$ cat config.mk
export PLATFORM = sky130hd
export DESIGN_NAME = pol_ctrl
export DESIGN_NICKNAME = d
export VERILOG_FILES = /design/src/rtl/pol_pkg.sv /design/src/rtl/pol_ctrl.sv
export SDC_FILE = /design/constraint.sdc
export NUM_CORES = 1
export LEC_CHECK = 0
export BUFFER_PORTS_ARGS = -buffer_cell sky130_fd_sc_hd__buf_2
export CAP_MARGIN = 5
export CORE_AREA = 2 2 39 41
export CTS_CLUSTER_DIAMETER = 100
export DETAILED_ROUTE_END_ITERATION = 12
export DIE_AREA = 0 0 41 43
export PLACE_DENSITY_LB_ADDON = 0.3
export SETUP_SLACK_MARGIN = 0.15
export SLEW_MARGIN = 20
export SYNTH_ARGS = -nofsm -noshare
export SYNTH_HDL_FRONTEND = slang
export SYNTH_SLANG_ARGS = --single-unit
$ cat constraint.sdc
create_clock -name clock -period 2.6 [get_ports clock]
set_clock_uncertainty 0.2 [all_clocks]
set_input_delay 0.39 -clock clock [delete_from_list [all_inputs] [get_ports clock]]
set_output_delay 0.39 -clock clock [all_outputs]
set_load 0.005 [all_outputs]
$ cat src/rtl/pol_pkg.sv
// Shared constants, codes and controller/datapath interface types for the ordered list.
`timescale 1ns / 1ps

package pol_pkg;

   // Default list depth
   localparam int DEFAULT_CAPACITY = 128;

   // Field widths of the request and response channels
   localparam int OP_W    = 3;
   localparam int POS_W   = 8;
   localparam int KEY_W   = 31;
   localparam int PRICE_W = 32;
   localparam int STAT_W  = 3;
   localparam int COUNT_W = 8;

   // Operation codes
   localparam logic [OP_W-1:0] OP_INSERT = 3'd0;
   localparam logic [OP_W-1:0] OP_DELETE = 3'd1;
   localparam logic [OP_W-1:0] OP_SEARCH = 3'd2;
   localparam logic [OP_W-1:0] OP_UPDATE = 3'd3;
   localparam logic [OP_W-1:0] OP_READ   = 3'd4;

   // Status codes
   localparam logic [STAT_W-1:0] ST_OK       = 3'd0;
   localparam logic [STAT_W-1:0] ST_FULL     = 3'd1;
   localparam logic [STAT_W-1:0] ST_BADPOS   = 3'd2;
   localparam logic [STAT_W-1:0] ST_EMPTY    = 3'd3;
   localparam logic [STAT_W-1:0] ST_NOTFOUND = 3'd4;

   // Commands from the controller to the datapath
   typedef struct packed {
      logic load;   // capture the request and set up the walk index
      logic rd;     // issue a memory read at the walk address
      logic step;   // shift one entry or compare one key, then advance unless a match was found
      logic fin;    // commit the operation and load the response register
   } cmd_type;

   // Status from the datapath to the controller
   typedef struct packed {
      logic err;        // request rejected by a range or fill check
      logic is_loop;    // insert, delete or search: walks the list
      logic is_read;    // read entry
      logic more_now;   // walk has an entry left at the current index
      logic more_next;  // walk has an entry left after the next advance
      logic match;      // search key equals the entry just read
      logic rsp_free;   // response register can take a new result
   } sts_type;

endpackage

$ cat src/rtl/pol_ctrl.sv
// Sequencing state machine for the ordered list operations.
`timescale 1ns / 1ps

module pol_ctrl (
   input  logic              clock,
   input  logic              reset,
   input  logic              req_valid,
   output logic              req_ready,
   input  pol_pkg::sts_type  sts,
   output pol_pkg::cmd_type  cmd
);

   typedef enum logic [4:0] {
      S_IDLE  = 5'b00001,
      S_CHECK = 5'b00010,
      S_RD    = 5'b00100,
      S_WR    = 5'b01000,
      S_FIN   = 5'b10000
   } state_type;

   state_type state_ff, state_in;

   // Drive commands from the current state
   always_comb begin
      cmd       = '0;
      req_ready = (state_ff == S_IDLE);
      cmd.load  = (state_ff == S_IDLE) && req_valid;
      cmd.rd    = (state_ff == S_RD);
      cmd.step  = (state_ff == S_WR);
      cmd.fin   = (state_ff == S_FIN) && sts.rsp_free;
   end

   // Choose the next state
   always_comb begin
      state_in = state_ff;
      case (state_ff)
         S_IDLE: begin
            if (req_valid) state_in = S_CHECK;
         end
         S_CHECK: begin
            if (sts.err) state_in = S_FIN;
            else if (sts.is_loop) state_in = sts.more_now ? S_RD : S_FIN;
            else if (sts.is_read) state_in = S_RD;
            else state_in = S_FIN;
         end
         S_RD: begin
            state_in = S_WR;
         end
         S_WR: begin
            if (sts.is_read || sts.match) state_in = S_FIN;
            else state_in = sts.more_next ? S_RD : S_FIN;
         end
         S_FIN: begin
            if (sts.rsp_free) state_in = S_IDLE;
         end
         default: begin
            state_in = S_IDLE;
         end
      endcase
   end

   // Hold the state register
   always_ff @(posedge clock) begin
      if (reset) state_ff <= S_IDLE;
      else state_ff <= state_in;
   end

endmodule

# ---- Word-level counts from Yosys, hierarchy flattened
# Index checks and enable logic that the tools add are counted.
dict set report totals {
  output_inout_bits 5
  register_bits 5
  input_bits 10
  word_cells 21
}
dict set report classes {
  eq_ne 7
  reduce_logical 4
  mux 9
}
# op n
set ops {}
lappend ops {{5-bit 2-to-1 mux} 8}
lappend ops {{5-bit case mux with 5 select lines} 1}
lappend ops {{5-bit by 1-bit == test with 1-bit output (second input constant)} 1}
lappend ops {{5-bit by 2-bit == test with 1-bit output (second input constant)} 1}
lappend ops {{5-bit by 3-bit == test with 1-bit output (second input constant)} 1}
lappend ops {{5-bit by 4-bit == test with 1-bit output (second input constant)} 1}
lappend ops {{5-bit == test (second input constant)} 1}
lappend ops {{2-bit inequality test (second input constant)} 2}
lappend ops {{1-bit logical AND} 2}
lappend ops {{2-bit AND reduction} 1}
lappend ops {{1-bit logical OR} 1}

# ---- Longest topological paths before layout
dict set report depth {
  ltp_word 4
  depth_mapped 3
  depth_no_buf 3
}

# ---- Worst setup path before layout
# OpenSTA, ideal clock, no wires.
dict set report synth_path {
  kind {flip-flop to flip-flop}
  from {reg state_ff[2]}
  to {reg state_ff[2]}
  synth_period_minus_slack_ps 1597
  setup_time_ps 70
  stages_incl_launch_ff 4
  arrival_time_ps 1327
  n_path_buf 0
  required_ps 2330
  path_slack_ps 1003
  path_cell_list {dfxtp_1 or3_4 or4b_1 a21oi_1}
}
dict set report synth_via {
  elab_chain_cells 3
  elab_cells_between_ends 9
  classes_between {7 x eq/ne; 1 x mux; 1 x reduce/logical}
}
# item line_no
set synth_rtl {}
lappend synth_rtl {{start, declared} pol_ctrl.sv:21} ;# state_type state_ff, state_in;
lappend synth_rtl {{start signal, assigned} pol_ctrl.sv:65} ;# else state_ff <= state_in;
lappend synth_rtl {{5-bit == test / 5-bit by 1-bit == test with 1-bit output (equally long branches)} pol_ctrl.sv:36} ;# case (state_ff)
lappend synth_rtl {{2-bit inequality test (no source line)} --}
lappend synth_rtl {{2-bit AND reduction (no source line)} --}
# Parallel ways exist; a longest one is shown, timed or not.
# A chain may end at the register's enable or synchronous reset.

==> flow_summary.ini <==
[pwr]
vdd_ir_drop_max_mv = 0.366
p_total_w = 0.000201
power_leakage_nw = 0.191
power.density_nw_per_um2 = 452

[drt]
drt_iter0_markers = 4
firstDrtPassIters = 4
ant_nets = 0
viasPerCell = 4.67
drc = 0
vias = 336
routed_wl_um = 780
wl_per_cell_um = 10.8

[synth]
synth_cell_types = 27
ys_top_cells_by_area = dfxtp_1 30%, a2111oi_0 5.2%, inv_1 4.5%, mux2_4 4.5%, nor2_1 4.5%
synth_cells = 39
yosysTopAreaCell = dfxtp_1
syn_area_um2 = 335
synth_nets = 49
synth_seq_area_share_pct = 29.9
synth-seq-cells = 5
yosys.area.top_type_share_pct = 29.9
syn_avg_cell_area_um2 = 8.60
synth_warnings = 0

[cts]
cts_hold_buf = 0
cts.sinks = 5
clockRootBuffer = clkbuf_4
postCtsSetupBuffers = 0
cts_max_level = 1
clock_path_buffers = 2
cts_tree = yes
clk_latency_ns = 0.24
cts_buffers = 3
clk_pin_slew_ns = 0.04
post_cts_resized = 0

[floorplan]
start_util_pct = 24.2
rows = 14
die_w_um = 41
die_area_um2 = 1760
io_pins = 15
fp.coreArea_um2 = 1380
die_h_um = 43

[sta]
max_freq_mhz = 496
whs_ns = 0.176
period_minus_slack_ns = 2.01
hold_viol = 0
worst_pin_slew_ns = 0.362
grt_setup_unrepaired = no
slew_headroom_pct = 75.3
setup_viol = 0
drv_slew = 0
timing.setup.tns_ns = 0
period_share_pct = 77.5

[setup_path]
crit_fanout = 7
startpoint_type = flip-flop
critical_path_class = flip-flop to output pin
cp.arrival_ns = 1.42
cp-end-kind = output pin
required_ns = 2.01

[cells_and_area]
regMostFlops = state_ff
diodes = 0
reg_top3 = state_ff (5)
syn2layout_area_growth_pct = 32.5
layout.nets = 67
largest_reg_flops = 5
drive_above_1_share_pct = 35.7

[run_status]
status = completed

[run]
drv_cap = 0

[global_routing]
grt_overflow_total = 0
grt_antenna_before_repair = 0
grt_pass1_wl_um = 1350
grt_usage_pct = 11.4
grt_max_degree = 9
grt_pass1_vias = 332

[placement]
port_buffers = 14
place_hpwl_um = 617
gp_congestion = 0.748

[min_path]
hold_class = input pin to flip-flop
[synth_stat cells]
cell type  instances
dfxtp_1            5
inv_1              4
nor2_1             4
a2111oi_0          2
and2_1             2
a211o_1            1
a21oi_1            1
a311oi_1           1
and3_1             1
and4_1             1
buf_4              1
mux2_4             1
nand3_1            1
nand3b_1           1
nand4b_1           1
nor3_1             1
nor3b_1            1
nor4_1             1
nor4b_1            1
o211ai_1           1
o21a_1             1
o21ai_0            1
or2b_1             1
or2b_2             1
or3_4              1
or3b_1             1
or4b_1             1
[worst paths after layout]
path / slack [ns] / from / to / depth (start not counted)
max: 0.59 / state_ff[3] / cmd[1] / 3
max reg2reg: 0.88 / state_ff[2] / state_ff[2] / 3
min: 0.18 / reset / state_ff[2] / 2
min reg2reg: 0.39 / state_ff[4] / state_ff[0] / 2
[power breakdown]
part / internal, W / switching, W
registers: 0.0000795 / 0.00000418
logic: 0.0000171 / 0.0000126
clock network: 0.0000579 / 0.0000297
[metrics by stage]
step	cell area (um2)	util [%]	std cells	worst slack, ns
CTS	444	32.1	72	0.576
finish	444	32.1	72	0.585
global route	444	32.1	72	0.482
global placement	418	30.2	68	0.829
detailed placement	418	30.2	68	0.830
floorplan	335	-	39	1.00
[worst max-delay path, cell delays in order (launching register included)]
cell	delay (ns)
dfxtp_1	0.41
or2b_2	0.34
nor4_1	0.26
buf_2	0.18
[placed cells by master, fill, tap and decap left out, types with 2 or more instances in the layout]
cell	n
a2111oi_0	2
nor2_1	4
buf_2	14
dfxtp_1	5
and2_1	2
clkbuf_4	3
inv_1	4
[cell type report]
class                      count  area, um2
inverter                       4       15.0
timing repair buffer          14       70.1
sequential                     5        100
clock buffer                   4       26.3
multi-input combinational     29        213
fill                         157        940
tap                           16       20.0
[routing by layer]
metal	track usage, %	vias to the layer above	share of wire, %
li1	-	182	-
met1	15.5	145	54
met2	15.6	9	40
met3	7.85	0	5.6
met4	0	0	0
met5	0	-	0
[kinds of logic (layout without fill, tap and decap cells)]
| family | after synthesis | count (layout) | share of synthesized area (%) |
|---|---|---|---|
| AO/OA/AOI/OAI | 8 | 8 | 17.9 |
| buffers and inverters | 5 | 22 | 6.72 |
| flip-flops | 5 | 5 | 29.9 |
| multiplexers | 1 | 1 | 4.48 |
| AND/OR/NAND/NOR | 20 | 20 | 41.0 |
(Power assumes the default switching activity.)
